`config.mk`:
```
export PLATFORM = sky130hd
export DESIGN_NAME = dfr_queue
export DESIGN_NICKNAME = d
export VERILOG_FILES = /design/src/hw/rtl/dfr_pkg.sv /design/src/hw/rtl/dfr_queue.sv
export SDC_FILE = /design/constraint.sdc
export NUM_CORES = 1
export LEC_CHECK = 0
export BUFFER_PORTS_ARGS = -buffer_cell sky130_fd_sc_hd__buf_2
export CAP_MARGIN = 20
export CORE_MARGIN = 2
export CORE_UTILIZATION = 55
export DETAILED_ROUTE_END_ITERATION = 8
export GPL_ROUTABILITY_DRIVEN = 0
export GPL_TIMING_DRIVEN = 0
export PLACE_DENSITY = 0.87
export SLEW_MARGIN = 20
export SYNTH_ARGS = -nofsm -noshare
export SYNTH_HDL_FRONTEND = slang
export SYNTH_SLANG_ARGS = --single-unit
```
`constraint.sdc`:
```
create_clock -name clk -period 4.15 [get_ports clk]
set_input_delay 0.83 -clock clk [delete_from_list [all_inputs] [get_ports clk]]
set_output_delay 0.83 -clock clk [all_outputs]
set_load 0.005 [all_outputs]
```
`src/hw/rtl/dfr_pkg.sv`:
```
// Shared types, codes and helper functions of the stream deframer.
package dfr_pkg;

    localparam logic [7:0] PREAMBLE = 8'h55;
    localparam logic [7:0] DOLLAR   = 8'h24;
    localparam logic [7:0] CR_CHAR  = 8'h0D;
    localparam logic [7:0] LF_CHAR  = 8'h0A;
    localparam logic [15:0] CRC_INIT = 16'h1D0F;
    localparam logic [15:0] CRC_POLY = 16'h1021;

    localparam logic [1:0] CMD_PUSH     = 2'd0;
    localparam logic [1:0] CMD_READ_PKT = 2'd1;
    localparam logic [1:0] CMD_READ_SEN = 2'd2;

    localparam logic [2:0] EV_NONE     = 3'd0;
    localparam logic [2:0] EV_PKT_GOOD = 3'd1;
    localparam logic [2:0] EV_PKT_CRC  = 3'd2;
    localparam logic [2:0] EV_SENTENCE = 3'd3;
    localparam logic [2:0] EV_READ     = 3'd4;

    localparam logic [1:0] PH_HUNT = 2'd0;
    localparam logic [1:0] PH_NAME = 2'd1;
    localparam logic [1:0] PH_BODY = 2'd2;

    // where the read byte of a result comes from
    typedef enum logic [1:0] {
        SRC_FIELD = 2'd0,
        SRC_PKT   = 2'd1,
        SRC_SEN   = 2'd2
    } rd_src_t;

    typedef struct packed {
        logic [2:0] event_res;
        logic [2:0] packet_kind;
        logic [7:0] payload_length;
        logic [7:0] sentence_length;
        logic [7:0] read_byte;
    } result_t;

    // bytewise CRC-16, MSB first
    function automatic logic [15:0] crc_byte(input logic [15:0] crc, input logic [7:0] b);
        logic [15:0] c;
        c = crc ^ {b, 8'h00};
        for (int k = 0; k < 8; k++) begin
            if (c[15])
                c = {c[14:0], 1'b0} ^ CRC_POLY;
            else
                c = {c[14:0], 1'b0};
        end
        return c;
    endfunction

    // packet type lookup; hit flag in bit 3, index below
    function automatic logic [3:0] kind_lookup(input logic [7:0] c0, input logic [7:0] c1);
        logic [3:0] r;
        r = 4'd0;
        unique case ({c0, c1})
            {8'h73, 8'h31}: r = {1'b1, 3'd0};
            {8'h4B, 8'h31}: r = {1'b1, 3'd1};
            {8'h70, 8'h53}: r = {1'b1, 3'd2};
            {8'h73, 8'h4B}: r = {1'b1, 3'd3};
            {8'h69, 8'h4E}: r = {1'b1, 3'd4};
            {8'h64, 8'h31}: r = {1'b1, 3'd5};
            {8'h67, 8'h4E}: r = {1'b1, 3'd6};
            default:        r = 4'd0;
        endcase
        return r;
    endfunction

    // five characters after the dollar against the ten talker names
    function automatic logic name_match(input logic [39:0] n);
        logic m;
        unique case (n)
            "GPGGA", "GPRMC", "GPGSV", "GLGSV", "GAGSV",
            "BDGSV", "GPGSA", "GLGSA", "GAGSA", "BDGSA": m = 1'b1;
            default: m = 1'b0;
        endcase
        return m;
    endfunction

endpackage

```
`src/hw/rtl/dfr_queue.sv`:
```
// Result queue between the front end and the output side.
module dfr_queue (
    input  logic             clk,
    input  logic             rst_n,
    input  logic             wr,
    input  dfr_pkg::result_t wdata,
    input  logic             rd,
    output dfr_pkg::result_t rdata,
    output logic             empty,
    output logic [2:0]       count
);
    import dfr_pkg::*;

    result_t    mem_reg [4];
    logic [1:0] wp_reg, rp_reg;
    logic [2:0] cnt_reg;
    logic       do_rd;

    assign do_rd = rd && (cnt_reg != 3'd0);

    // pointers and fill level
    always_ff @(posedge clk or negedge rst_n)
    begin
        if (!rst_n) begin
            wp_reg  <= '0;
            rp_reg  <= '0;
            cnt_reg <= '0;
        end else begin
            if (wr)
                wp_reg <= wp_reg + 2'd1;
            if (do_rd)
                rp_reg <= rp_reg + 2'd1;
            cnt_reg <= cnt_reg + {2'b00, wr} - {2'b00, do_rd};
        end
    end

    // entries
    always_ff @(posedge clk)
    begin
        if (wr)
            mem_reg[wp_reg] <= wdata;
    end

    assign rdata = mem_reg[rp_reg];
    assign empty = (cnt_reg == 3'd0);
    assign count = cnt_reg;

endmodule

```
### Word-level counts from Yosys, hierarchy flattened

Memory sizes are Yosys's and may differ from the RTL's.
Index checks and enable logic that the tools add are counted.

* input bits: 34
* memory bits (writable): 120
* register bits: 7
* logic and storage cells: 13
* output and inout bits: 34
* memories kept: 1

Memory list
* mem_reg: words 4, bits a word 30, read ports 1, clocked after memory_dff 0, wr ports 1, RTL line dfr_queue.sv:14 `result_t mem_reg [4];`

* reduce and logical (&&, ||, !) cells: 3
* muxes and demuxes: 2
* add/sub/neg operators: 4

Operators by type and width (number)
* 2-bit by 1-bit adder with 2-bit output (second input constant): 2
* 3-bit by 1-bit adder with 3-bit output: 1
* 3-bit logical NOT: 1
* 3-bit nonzero test: 1
* 3-bit by 1-bit subtractor with 3-bit output: 1
* 1-bit two-way mux: 2
* 1-bit logical AND: 1

### Depth between registers and ports, before layout

* word-level depth: 3
* mapped depth: 9
* gate-level depth less buffers: 9

### Worst setup path after synthesis

Ideal clock, no wire load.

* kind: input-to-reg
* start point: input rd
* end point: register cnt_reg[2] (netlist: count[2])
* path slack: 1.941 ns
* buffers on the path: 0
* setup time: 0.128 ns
* data required time: 4.022 ns
* cell stages on the path: 9
* data arrival time: 2.081 ns
* path through: o31ai_1 inv_1 ha_1 inv_1 ha_1 inv_1 fa_1 xnor2_1 xnor2_1

* word-level cells in the longest chain between the ends: 2

Ends and longest elaborated chain
* start: declaration: RTL line dfr_queue.sv:7 `input logic rd,`
* 1-bit logical AND: RTL line dfr_queue.sv:19 `assign do_rd = rd && (cnt_reg != 3'd0);`
* via do_rd: RTL line dfr_queue.sv:17 `logic do_rd;`
* 3-bit by 1-bit subtractor with 3-bit output: RTL line dfr_queue.sv:33 `cnt_reg <= cnt_reg + {2'b00, wr} - {2'b00, do_rd};`
* end signal: assignment: RTL line dfr_queue.sv:33
* end: declaration: RTL line dfr_queue.sv:16 `logic [2:0] cnt_reg;`

The timed path passes the listed nets, and every way through them passes these cells.
A chain may end at the register's enable or synchronous reset.

==> flow_summary.json <==
{
  "run_status": "complete, no violations",
  "area_used_by_multi_input_combinational_logic_um2": 882,
  "required_ns": 3.32,
  "largest_reg_flops": 120,
  "grt_pass1_wl_mm": 12.9,
  "synth-seq-area-share_pct": 79.2,
  "worst_setup_path_start_kind": "register",
  "n_fill_cell": 469,
  "yosysWarnings": 0,
  "wl_mm": 8.21,
  "final_cells": 400,
  "final_core_utilization_pct": 71.8,
  "cts_htree_levels": 4,
  "highest_count_cells_in_the_layout_ignoring_fill_and_taps": "120 x sky130_fd_sc_hd__edfxtp_1, 70 x sky130_fd_sc_hd__buf_2, 28 x sky130_fd_sc_hd__mux4_2, 16 x sky130_fd_sc_hd__clkbuf_16",
  "ys_types": 18,
  "cp.arrival_ns": 1.85,
  "globalRouteOverflowTotal": 0,
  "largest_net_degree_at_the_start_of_global_routing": 19,
  "cap_viol_max_count": 0,
  "path_max_fanout": 10,
  "maxClockFrequency_ghz": 0.373,
  "syn-mean-instance-area_um2": 24.8,
  "post_cts.repair.setup_buffers": 0,
  "drt_drc_violations_left": 0,
  "postSynthRegisterBits": 127,
  "timing.final.crit_period_ns": 2.68,
  "type_of_the_worst_min_delay_path": "in -> async",
  "final.setup_skew_ns": 0.00608,
  "tritoncts_clock_tree": "done",
  "grt_pass1_vias": 2369,
  "grt_setup_unrepaired": "false",
  "final-seq-area_mm2": 0.00378,
  "antenna_found_initial": 0,
  "globalRouteTotalUtil_pct": 19.0,
  "critical_path.reg2reg.startpoint": "count[1]$_DFF_PN0_",
  "cts_num_sinks": 127,
  "syn_to_final_growth_pct": 25.0,
  "start_util_pct": 57.5,
  "drt_pass1_iterations": 4,
  "static-leakage-power_nw": 2.15,
  "cts_inserted_buffers": 17,
  "slew_headroom_pct": 65.2,
  "final_net_count": 323,
  "detailed_place_hpwl_mm": 4.96,
  "num_antenna_cells": 0,
  "fp.coreArea_mm2": 0.00830,
  "fp.dieH_um": 97.1,
  "final_common_cell": "sky130_fd_sc_hd__edfxtp_1",
  "chipWidth_um": 97.1,
  "cts_hold_repair.buffers": 0,
  "crit_path_max_incr_delay_ns": 0.54,
  "final_layout_size_suffix_gt1_share_pct": 47.5,
  "io-pin-count": 68,
  "setup.worst_path.end_class": "output port",
  "startpoint": "rp_reg[0]$_DFFE_PN0P_",
  "clk_pin_slew_worst_paths_ns": 0.06,
  "report.final.hold_viol_count": 0,
  "ctsResizeCount": 0,
  "worst_pin_slew_ns": 0.522,
  "vdd.ir_drop.worst_mv": 0.513,
  "worst-setup-path-type": "reg -> out",
  "post_drt_via_cell_ratio": 5.51,
  "first_iter_violations": 113,
  "worst_path_max_delay_cell": "sky130_fd_sc_hd__mux4_2",
  "syn_inst": 192,
  "finalSetupViolations": 0,
  "synthesis.area_mm2": 0.00477,
  "slew_viol_final": 0,
  "power_per_cell_area_mw_per_mm2": 751,
  "port-buffer-count": 67,
  "cts_root_buf": "sky130_fd_sc_hd__clkbuf_8",
  "synth_fp_nets": 233,
  "timing.final.crit_share_pct": 64.6,
  "final.setup.tns_ns": 0,
  "placed_cells_incl_taps": 368,
  "vias": 2202,
  "cp_cell_instances": "buf_6, buf_12, mux4_2, buf_2",
  "clk_path_buf_depth": 2,
  "drtAntennaViolNets": 0,
  "wire_per_inst_um": 20.5,
  "die_area_mm2": 0.00943,
  "insertion_delay_ns": 0.51,
  "rows": 33
}
-- logic make-up after synthesis --
family                   after synthesis  synth area share, %
XOR/XNOR                               5                0.918
flip-flops                           127                 79.2
AO/OA/AOI/OAI                          3                0.446
buffers and inverters                 14                 2.36
AND/OR/NAND/NOR                        6                0.708
multiplexers                          30                 14.3
adder cells (fa/ha/maj)                7                 1.99
-- cell usage after synthesis --
library cell	instances	area share, %
sky130_fd_sc_hd__and2_1	4	0.52
sky130_fd_sc_hd__buf_12	3	1.3
sky130_fd_sc_hd__buf_2	3	0.31
sky130_fd_sc_hd__buf_6	1	0.24
sky130_fd_sc_hd__dfrtp_1	7	3.7
sky130_fd_sc_hd__edfxtp_1	120	76
sky130_fd_sc_hd__fa_1	1	0.42
sky130_fd_sc_hd__ha_1	6	1.6
sky130_fd_sc_hd__inv_1	7	0.55
sky130_fd_sc_hd__mux4_1	2	1.1
sky130_fd_sc_hd__mux4_2	28	13
sky130_fd_sc_hd__nand2_1	1	0.079
sky130_fd_sc_hd__nor3_1	1	0.10
sky130_fd_sc_hd__o21ai_0	1	0.10
sky130_fd_sc_hd__o311ai_0	1	0.18
sky130_fd_sc_hd__o31ai_1	1	0.16
sky130_fd_sc_hd__xnor2_1	4	0.73
sky130_fd_sc_hd__xor2_1	1	0.18
-- where the power goes --
group / internal [mW] / switching, mW
clock: 0.970 / 0.530
sequential: 1.69 / 0.0891
combinational: 0.641 / 0.555
-- cell type report --
cell class,instances,area share (%)
repair buffers,71,7.48
clock inverters,15,3.25
plain buffers,7,1.45
flip-flops and latches,127,63.4
clock buffers,17,6.95
well taps,105,2.20
multi-input cells,51,14.8
inverters,7,0.441
-- through the flow --
step           hold slack, ns  instance area, um^2  power (mW)  setup WS [ns]
2_1_floorplan           0.494                 4770        2.53           1.94
3_3_place_gp            0.518                 5240        2.90           1.51
3_5_place_dp            0.541                 5350        3.01           1.72
4_1_cts                 0.117                 5960        4.53           1.43
5_1_grt                 0.119                 5960        4.68           1.38
6_report                0.141                 5960        4.47           1.47
-- path summary, 6_finish.rpt --
path / endpoint / slack (ns) / cells after the start
max in group asynchronous: rp_reg[1]$_DFFE_PN0P_ / 3.84 / 1
min in group clk: mem_reg[2][17]$_DFFE_PP_ / 0.53 / 1
hold / removal: count[2]$_DFF_PN0_ / 0.14 / 1
hold reg to reg: wp_reg[0]$_DFFE_PN0P_ / 0.54 / 1
setup / recovery: rdata[21] / 1.47 / 4
setup reg to reg: count[2]$_DFF_PN0_ / 1.89 / 9
-- worst max-delay path, delay by kind of cell, from the launching register on --
kind	cells	cell delay, ns
buf+inv	3	0.44
flops	1	0.34
mux	1	0.54
-- per-layer routing --
metal	GRT usage, %	wire length, um	vias to the layer above
met1	23.1	3240	1128
met5	0	0	-
met4	7.37	132	0
met2	30.6	4340	73
met3	7.99	490	14
li1	-	-	987
Power figures use the tool's default switching activity.
